[src/hdl/dtrp_pkg.sv]
`default_nettype none

package dtrp_pkg;

    localparam int unsigned HDR_BYTES         = 6;
    localparam int unsigned MAX_NUMERIC_BYTES = 4;

    localparam logic [2:0] HC_VALUE = 3'(HDR_BYTES);

    // datapoint type codes
    localparam logic [7:0] TYPE_BOOL   = 8'h01;
    localparam logic [7:0] TYPE_VALUE  = 8'h02;
    localparam logic [7:0] TYPE_ENUM   = 8'h04;
    localparam logic [7:0] TYPE_BITMAP = 8'h05;

    // result kinds
    localparam logic [1:0] KIND_PASS     = 2'd0;
    localparam logic [1:0] KIND_COMPLETE = 2'd1;
    localparam logic [1:0] KIND_END      = 2'd2;

    // end status codes
    localparam logic [1:0] END_CLEAN   = 2'd0;
    localparam logic [1:0] END_PARTIAL = 2'd1;
    localparam logic [1:0] END_OVERRUN = 2'd2;

    // all results caused by one input byte, delivered in mask order
    typedef struct packed {
        logic        has_pass;
        logic        has_comp;
        logic        has_end;
        logic [7:0]  vbyte;
        logic [15:0] seq;
        logic [7:0]  id;
        logic [7:0]  typ;
        logic [15:0] len;
        logic [31:0] num;
        logic        nvalid;
        logic [1:0]  status;
        logic [2:0]  trail;
    } t_bundle;

endpackage

`default_nettype wire

[src/hdl/datapoint_tlv_record_parser_core.sv]
`default_nettype none
// Datapoint TLV record parser.
// Input channel: one payload byte per transaction (i_data_byte), with
// i_end_of_payload set on the final byte. Output channel: one result per
// transaction: value byte passthrough, record complete (header plus numeric
// value where type/length allow it), or payload end summary. o_last_result
// marks the final result caused by one input byte.
// Output: each result is registered in the current slot, via the held slot
// when that is busy. Throughput: a byte is taken every cycle as long as
// each byte yields at most one result and the receiver keeps up. A byte
// yields up to three results (passthrough, record complete, payload
// summary), and the output port moves one per cycle, so such a byte holds
// the output for each of its results in turn; a result-bearing byte taken
// meanwhile is parked in the held slot, which closes the input until the group ahead has fully left.
// Storage: one result group being delivered plus one held group; input
// ready drops only while the held slot is full.
// Receiver stall: results wait in place, parser state only moves on input
// transactions, nothing is dropped.
// Reset: synchronous, active low; parser returns to header byte 0 with all
// header registers cleared and both result slots empty.
module datapoint_tlv_record_parser_core
    import dtrp_pkg::*;
(
    input  wire logic        i_clk,
    input  wire logic        i_rst_n,

    input  wire logic        i_in_valid,
    output logic             o_in_ready,
    input  wire logic [7:0]  i_data_byte,
    input  wire logic        i_end_of_payload,

    output logic             o_out_valid,
    input  wire logic        i_out_ready,
    output logic [1:0]       o_result_kind,
    output logic [7:0]       o_value_byte,
    output logic [15:0]      o_sequence_res,
    output logic [7:0]       o_point_id,
    output logic [7:0]       o_point_type,
    output logic [15:0]      o_point_length,
    output logic [31:0]      o_numeric_value,
    output logic             o_numeric_valid,
    output logic [1:0]       o_end_status,
    output logic [2:0]       o_trailing_count,
    output logic             o_last_result
);

    // parser state
    logic [2:0]  r_hc,  n_hc;
    logic [15:0] r_seq, n_seq;
    logic [7:0]  r_id,  n_id;
    logic [7:0]  r_typ, n_typ;
    logic [15:0] r_len, n_len;
    logic [15:0] r_rem, n_rem;
    logic [31:0] r_acc, n_acc;

    // result slots: current (being delivered) and held
    t_bundle r_cur, n_cur;
    t_bundle r_hold, n_hold;
    logic    r_hold_valid, n_hold_valid;

    t_bundle new_b;
    logic    in_fire;
    logic    out_fire;
    logic    cur_any;
    logic    cur_done;
    logic    cur_free;
    logic    new_any;
    logic    complete;
    logic    nvalid;

    assign in_fire  = i_in_valid && o_in_ready;
    assign cur_any  = r_cur.has_pass || r_cur.has_comp || r_cur.has_end;
    assign out_fire = o_out_valid && i_out_ready;
    assign cur_done = out_fire && o_last_result;
    assign cur_free = !cur_any || cur_done;
    assign o_in_ready = !r_hold_valid;
    assign new_any  = new_b.has_pass || new_b.has_comp || new_b.has_end;

    // single pass over one byte: header capture or value byte, then
    // completion and payload end
    always_comb begin
        n_hc  = r_hc;
        n_seq = r_seq;
        n_id  = r_id;
        n_typ = r_typ;
        n_len = r_len;
        n_rem = r_rem;
        n_acc = r_acc;
        complete = 1'b0;
        new_b = '0;

        if (r_hc < HC_VALUE) begin
            unique case (r_hc)
                3'd0: begin
                    n_seq = {i_data_byte, 8'h00};
                    n_acc = '0;
                end
                3'd1: n_seq = {r_seq[15:8], i_data_byte};
                3'd2: n_id  = i_data_byte;
                3'd3: n_typ = i_data_byte;
                3'd4: n_len = {i_data_byte, 8'h00};
                default: n_len = {r_len[15:8], i_data_byte};
            endcase
            n_hc = r_hc + 3'd1;
            if (n_hc == HC_VALUE) begin
                n_rem = n_len;
                n_acc = '0;
                complete = (n_len == 16'd0);
            end
        end else begin
            new_b.has_pass = 1'b1;
            new_b.vbyte    = i_data_byte;
            n_acc = {r_acc[23:0], i_data_byte};
            n_rem = r_rem - 16'd1;
            complete = (n_rem == 16'd0);
        end

        new_b.seq = n_seq;
        new_b.id  = n_id;
        new_b.typ = n_typ;
        new_b.len = n_len;

        nvalid = (((n_typ == TYPE_BOOL) || (n_typ == TYPE_ENUM)) && (n_len == 16'd1))
              || (((n_typ == TYPE_VALUE) || (n_typ == TYPE_BITMAP))
                  && (n_len != 16'd0) && (n_len <= 16'(MAX_NUMERIC_BYTES)));

        if (complete) begin
            new_b.has_comp = 1'b1;
            new_b.nvalid   = nvalid;
            new_b.num      = nvalid ? n_acc : 32'd0;
            n_hc  = '0;
            n_rem = '0;
            n_acc = '0;
        end

        if (i_end_of_payload) begin
            new_b.has_end = 1'b1;
            if (n_hc == HC_VALUE) begin
                new_b.status = END_OVERRUN;
            end else if (n_hc != 3'd0) begin
                new_b.status = END_PARTIAL;
                new_b.trail  = n_hc;
            end else begin
                new_b.status = END_CLEAN;
            end
            n_hc  = '0;
            n_seq = '0;
            n_id  = '0;
            n_typ = '0;
            n_len = '0;
            n_rem = '0;
            n_acc = '0;
        end
    end

    // slot movement
    always_comb begin
        n_cur        = r_cur;
        n_hold       = r_hold;
        n_hold_valid = r_hold_valid;

        // retire the result just delivered, in order pass, complete, end
        if (out_fire) begin
            if (r_cur.has_pass) begin
                n_cur.has_pass = 1'b0;
            end else if (r_cur.has_comp) begin
                n_cur.has_comp = 1'b0;
            end else begin
                n_cur.has_end = 1'b0;
            end
        end

        if (cur_free) begin
            if (r_hold_valid) begin
                n_cur        = r_hold;
                n_hold_valid = 1'b0;
            end else if (in_fire && new_any) begin
                n_cur = new_b;
            end
        end else if (in_fire && new_any) begin
            n_hold       = new_b;
            n_hold_valid = 1'b1;
        end
    end

    always_ff @(posedge i_clk) begin
        if (!i_rst_n) begin
            r_hc  <= '0;
            r_seq <= '0;
            r_id  <= '0;
            r_typ <= '0;
            r_len <= '0;
            r_rem <= '0;
            r_acc <= '0;
            r_cur.has_pass <= 1'b0;
            r_cur.has_comp <= 1'b0;
            r_cur.has_end  <= 1'b0;
            r_hold_valid   <= 1'b0;
        end else begin
            if (in_fire) begin
                r_hc  <= n_hc;
                r_seq <= n_seq;
                r_id  <= n_id;
                r_typ <= n_typ;
                r_len <= n_len;
                r_rem <= n_rem;
                r_acc <= n_acc;
            end
            r_cur        <= n_cur;
            r_hold_valid <= n_hold_valid;
        end
    end

    always_ff @(posedge i_clk) begin
        r_hold <= n_hold;
    end

    // output mux over the current slot
    always_comb begin
        o_out_valid      = cur_any;
        o_result_kind    = KIND_END;
        o_value_byte     = '0;
        o_sequence_res   = '0;
        o_point_id       = '0;
        o_point_type     = '0;
        o_point_length   = '0;
        o_numeric_value  = '0;
        o_numeric_valid  = 1'b0;
        o_end_status     = r_cur.status;
        o_trailing_count = r_cur.trail;
        o_last_result    = 1'b1;
        if (r_cur.has_pass) begin
            o_result_kind    = KIND_PASS;
            o_value_byte     = r_cur.vbyte;
            o_end_status     = END_CLEAN;
            o_trailing_count = '0;
            o_last_result    = !(r_cur.has_comp || r_cur.has_end);
        end else if (r_cur.has_comp) begin
            o_result_kind    = KIND_COMPLETE;
            o_numeric_value  = r_cur.num;
            o_numeric_valid  = r_cur.nvalid;
            o_end_status     = END_CLEAN;
            o_trailing_count = '0;
            o_last_result    = !r_cur.has_end;
        end
        if (r_cur.has_pass || r_cur.has_comp) begin
            o_sequence_res = r_cur.seq;
            o_point_id     = r_cur.id;
            o_point_type   = r_cur.typ;
            o_point_length = r_cur.len;
        end
    end

    // held group only exists behind a busy current slot
    a_hold_behind_cur: assert property (@(posedge i_clk) disable iff (!i_rst_n)
        r_hold_valid |-> cur_any)
        else $error("held result group with empty current slot");

    // value phase always owes at least one byte
    a_value_owes: assert property (@(posedge i_clk) disable iff (!i_rst_n)
        (r_hc == HC_VALUE) |-> (r_rem != 16'd0))
        else $error("value phase with nothing remaining");

    // payload end returns the parser to its first header byte
    a_end_clears: assert property (@(posedge i_clk) disable iff (!i_rst_n)
        (in_fire && i_end_of_payload) |=> (r_hc == 3'd0 && r_rem == 16'd0))
        else $error("parser state not cleared at payload end");

    a_hc_range: assert property (@(posedge i_clk) disable iff (!i_rst_n)
        r_hc <= HC_VALUE)
        else $error("header count out of range");

endmodule

`default_nettype wire

[config.mk]
export PLATFORM = sky130hd
export DESIGN_NAME = datapoint_tlv_record_parser_core
export DESIGN_NICKNAME = d
export VERILOG_FILES = /design/src/hdl/dtrp_pkg.sv /design/src/hdl/datapoint_tlv_record_parser_core.sv
export SDC_FILE = /design/constraint.sdc
export NUM_CORES = 1
export LEC_CHECK = 0
export BUFFER_PORTS_ARGS = -buffer_cell sky130_fd_sc_hd__buf_2
export CAP_MARGIN = 15
export CELL_PAD_IN_SITES_DETAIL_PLACEMENT = 1
export CELL_PAD_IN_SITES_GLOBAL_PLACEMENT = 2
export CORE_MARGIN = 2
export CORE_UTILIZATION = 43
export DETAILED_ROUTE_END_ITERATION = 12
export PLACE_DENSITY_LB_ADDON = 0.15
export SYNTH_ARGS = -nofsm -noshare
export SYNTH_HDL_FRONTEND = slang
export SYNTH_SLANG_ARGS = --single-unit
[constraint.sdc]
create_clock -name i_clk -period 35.3 [get_ports i_clk]
set_input_delay 8.825 -clock i_clk [delete_from_list [all_inputs] [get_ports i_clk]]
set_output_delay 8.825 -clock i_clk [all_outputs]
set_load 0.03 [all_outputs]
==> impl_summary.md <==
Worst setup path
Together, buffers and inverters on the worst path number 3. In this run the critical register-to-register path is launched from r_hc[2]$_SDFFE_PN0P_. In this run the worst path has a maximum fanout of between 60 and 70.

The critical path goes through buf_2 -> nor3_1 -> a21oi_1 -> a2111oi_0 -> nand3_1 -> nand2_1 -> nand2_1 -> buf_4 -> a2111oi_2 -> buf_4. For this design, the slowest cell found on the critical path is buf_4. The setup slack of the worst register-to-register path is approximately 30 ns. At the worst endpoint, the required time is ~35 ns. By startpoint and endpoint, the worst setup path is classified as input port to flop.

The biggest cell delay along the critical path is 0.87 ns. The endpoint type of the worst setup path is a flop. The worst setup path is launched from an input port. Data arrives at the worst endpoint at ~12 ns.

The critical path starts at i_data_byte[6]. The reg-to-reg endpoint is r_cur[38]$_DFFE_PP_. The family with the most delay on the worst path is buffers and inverters. The number of cells on the worst reg-to-reg path is 11.

Power
The switching share of power is 21.7%. The clock network burns a little under half of the power. The internal portion of the total power is 0.608 mW. Per report_power, the combinational group accounts for under 10% of the total.

For this design the total switching power over the nets is around 0.17 mW. The peak ir drop on the vdd network is between 0.00002 and 0.00003 V. The total power density per cell area is just under 50 nW/µm². Summed over all cells, the static leakage comes to between 5 and 6 nW. The sequential power share is 47.6%.

Clock tree
The maximum count of clock buffers along a single path is 3. TritonCTS built the clock tree. The number of post-CTS setup repair buffers is 0. Gates resized during post-CTS repair numbered 0. The hold buffer count at CTS is 0.

The tree is rooted in a clkbuf_16. The number of sinks driven by the clock tree is 294. The H-tree generated during clock tree synthesis spans 2 levels. After clock tree synthesis, the clock-pin slew on the worst setup and hold paths is ~0.060 ns. Clock latency on the worst-skew pair, taken at its later pin, is approximately 0.5 ns. The CTS buffer count is 34.

Synth
In this run, synthesis produced a sequential element count of roughly 290. The primary flip-flop cell chosen by synthesis mapping is edfxtp_1. Counting every instance in the synthesized netlist gives 1280. The dominant combinational cell family by area after synthesis is compound AO/OA/AOI/OAI gates. Yosys printed 0 warnings. When the netlist entered floorplanning its net count stood at approximately 1300. The total standard cell area after synthesis is approximately 14000 µm². The synthesized netlist devotes a little under a fifth of its cell area to compound gates.

Each instance of the synthesized netlist takes up on average around 11 µm². In this run, synthesis inferred between 150 and 200 flip-flops with an integrated enable. The simple-gate portion of the synthesized area is ~16%. The distinct cell type count after synthesis is between 70 and 80. The sequential-to-total area share from yosys stat is around 57%. The synthesized netlist devotes less than 1% of its cell area to XOR and XNOR gates. The arithmetic-cell share of the synthesized area counting full adders, half adders and majority gates is less than 1%. The mux cell area share after synthesis is 2.02%. In the synthesized netlist the async set-or-reset flop fraction comes to 0%.

Drt
The wire length reported by the detailed router is roughly 38 mm. The via total after detailed routing is 10155. In the routed design, unresolved DRC markers number 0. In the final routed layout, each cell accounts on average for 21.4 µm. The first detailed-routing pass took 5 iterations. In this run the remaining antenna-violating nets after routing total 0. The average via count per standard cell is approximately 5.7.

The DRC violation total after the first TritonRoute iteration is approximately 630.

Floorplan
For this configuration, the core starts out at a cell density of 43.5%. After floorplanning, the core was sized to cover ~31000 µm². The die is 183 µm wide. The die span in y is around 180 µm. The total die area is between 30000 and 40000 µm². Pin placement for this block handled between 100 and 150 I/O pins. The floorplan has between 60 and 70 rows.

Final layout
The library cell used most frequently in the layout, excluding fill and tap cells, is edfxtp_1. The layout cell share with drive strength beyond 1 is a little under a fifth. Relative to the synthesized area, the layout overhead comes to 14.1%. The top cell types in the final layout, fill and taps aside, are edfxtp_1 (191), nor2_1 (142), buf_2 (111), nand2_1 (109), dfxtp_1 (102). In the final design database the tool counted 1368 nets. The number of diodes is 0. The finished layout holds between 1500 and 2000 standard cells, fillers aside.

Timing
The final setup violation count is 0. Subtracting the final worst setup slack from the clock period gives 12.36 ns. The ratio of final minimum period to clock period is approximately a third.

Setup repair after global routing left no endpoint under its margin. The max-slew violation count is 0. The pin slew with the least headroom to its limit is approximately 1.2 ns. The final hold violation count is 0. Summed over all failing endpoints, the final setup total negative slack is 0 ns. The headroom to the max-slew limit is a little under a quarter. Across the routed clock network, the largest skew measured is 0.0151 ns. Based on the critical path, the design can be clocked at up to roughly 81 MHz.

Global route
The via count of the first global-routing pass is roughly 10000. Entering global routing, the biggest net connects 99 pins. The first global-routing pass estimated between 50 and 60 mm of wire.

Global routing used between 20% and 30% of the available tracks across all layers. The total overflow left after global routing is 0. The number of antenna violations at the first check in global routing is 0.

Placement
The weighted congestion reported at the end of routability-driven placement is 0.857. The half-perimeter wire length after placement is approximately 24 mm. Including well taps, the total number of placed cells is approximately 1700.

The count of buffers inserted at the top-level ports is 111.

Worst hold path
The startpoint identified for the worst hold timing path is r_acc[30]$_SDFFE_PN0P_. The path class of the tightest hold or removal check is flop to flop. The destination of the worst hold path is r_acc[30]$_SDFFE_PN0P_. The worst hold path passes through 2 cells.

Run
The total of max-cap violations is 0.

Outcome
The flow ran to the end, and the final reports show no timing, DRC or antenna violations.
-- kinds of logic after synthesis --
logic type | count (synthesis)
simple gates | 450
xor+xnor | 1
fa+ha+maj | 10
compound gates | 347
buf+inv | 151
mux | 27
flops | 294
-- worst min-delay path, cell delays in order, from the launching register on --
cell,delay [ns]
dfxtp_1,0.33
a2bb2oi_1,0.06
nor2_1,0.07
-- metrics by stage --
step                      area, µm²  setup slack, ns  hold slack, ns  total power, mW  utilization, %
final                         15600            22.94           0.487            0.777            49.7
after global routing          15600            22.55           0.511            0.800            49.7
after CTS                     15600            22.72           0.488            0.784            49.6
after detailed placement      14400            22.21           0.475            0.412            45.8
after global placement        14400            22.38           0.466            0.411            45.8
after floorplan               13700             9.22           0.454            0.402               -
-- sequential cells by signal (all words and copies together), names as in the netlist --
name,cells
r_acc,32
r_cur,97
r_hc,3
r_hold,97
r_hold_valid,1
r_id,8
r_len,16
r_rem,16
r_seq,16
r_typ,8
-- layout make-up --
type	instances	area, µm²
clock buffers	41	918
clock inverters	21	275
fillers	3373	15800
inverters	49	184
multi-input cells	835	5230
flip-flops and latches	294	7800
well taps	402	503
repair buffers	133	732
-- layer usage --
layer	wire length [µm]	vias up	global-route usage [%]
met5	0	-	0
met3	1440	46	2.75
met4	750	0	5.81
met1	18200	5089	32.6
li1	-	4795	-
met2	17500	225	36.5
-- worst max path at each step --
stage,to,slack [ns],cells after the start
detailed placement,r_cur[7]$_DFFE_PP_,22.21,8
floorplan,r_cur[0]$_DFFE_PP_,9.22,8
global route,r_cur[43]$_DFFE_PP_,22.55,10
global placement,r_cur[8]$_DFFE_PP_,22.38,8
CTS,r_cur[7]$_DFFE_PP_,22.72,8
finish,r_cur[38]$_DFFE_PP_,22.94,10
-- cells in the mapped netlist, types with 3 or more instances --
cell	count	area share [%]
a41oi_1	3	0.19
nor4_1	14	0.64
a21oi_1	21	0.77
o2111ai_1	3	0.19
nor2b_1	60	2.7
o31ai_1	6	0.33
a2bb2oi_1	28	1.8
a21boi_0	3	0.16
nand3_1	11	0.40
or3_1	4	0.18
mux2i_1	22	1.6
clkbuf_8	6	0.60
o21ai_0	61	2.2
and2_1	54	2.5
nand2b_1	6	0.27
o21ai_1	7	0.26
inv_1	49	1.3
a22o_1	42	2.7
dfxtp_1	103	15
o22ai_1	4	0.18
o21ai_2	39	2.5
o211ai_1	3	0.16
buf_2	10	0.37
buf_6	9	0.74
or4_1	5	0.27
a221o_1	3	0.22
a31oi_1	9	0.41
buf_1	4	0.11
nand2_1	110	3.0
o21a_1	4	0.22
ha_1	8	0.73
a2111oi_0	3	0.19
nor2_1	145	4.0
o2bb2ai_1	6	0.38
edfxtp_1	191	42
nor3_1	15	0.55
nand4_1	5	0.23
a22oi_1	85	4.7
clkbuf_1	69	1.9
mux2_2	5	0.41
-- power by group through the flow --
stage | clock (mW) | combinational, mW | sequential, mW
6_report | 0.373 | 0.0346 | 0.370
5_1_grt | 0.392 | 0.0375 | 0.370
4_1_cts | 0.380 | 0.0345 | 0.370
3_5_place_dp | 0 | 0.0343 | 0.377
3_3_place_gp | 0 | 0.0339 | 0.377
2_1_floorplan | 0 | 0.0236 | 0.379
No activity file was read; power rests on OpenSTA's default activity.
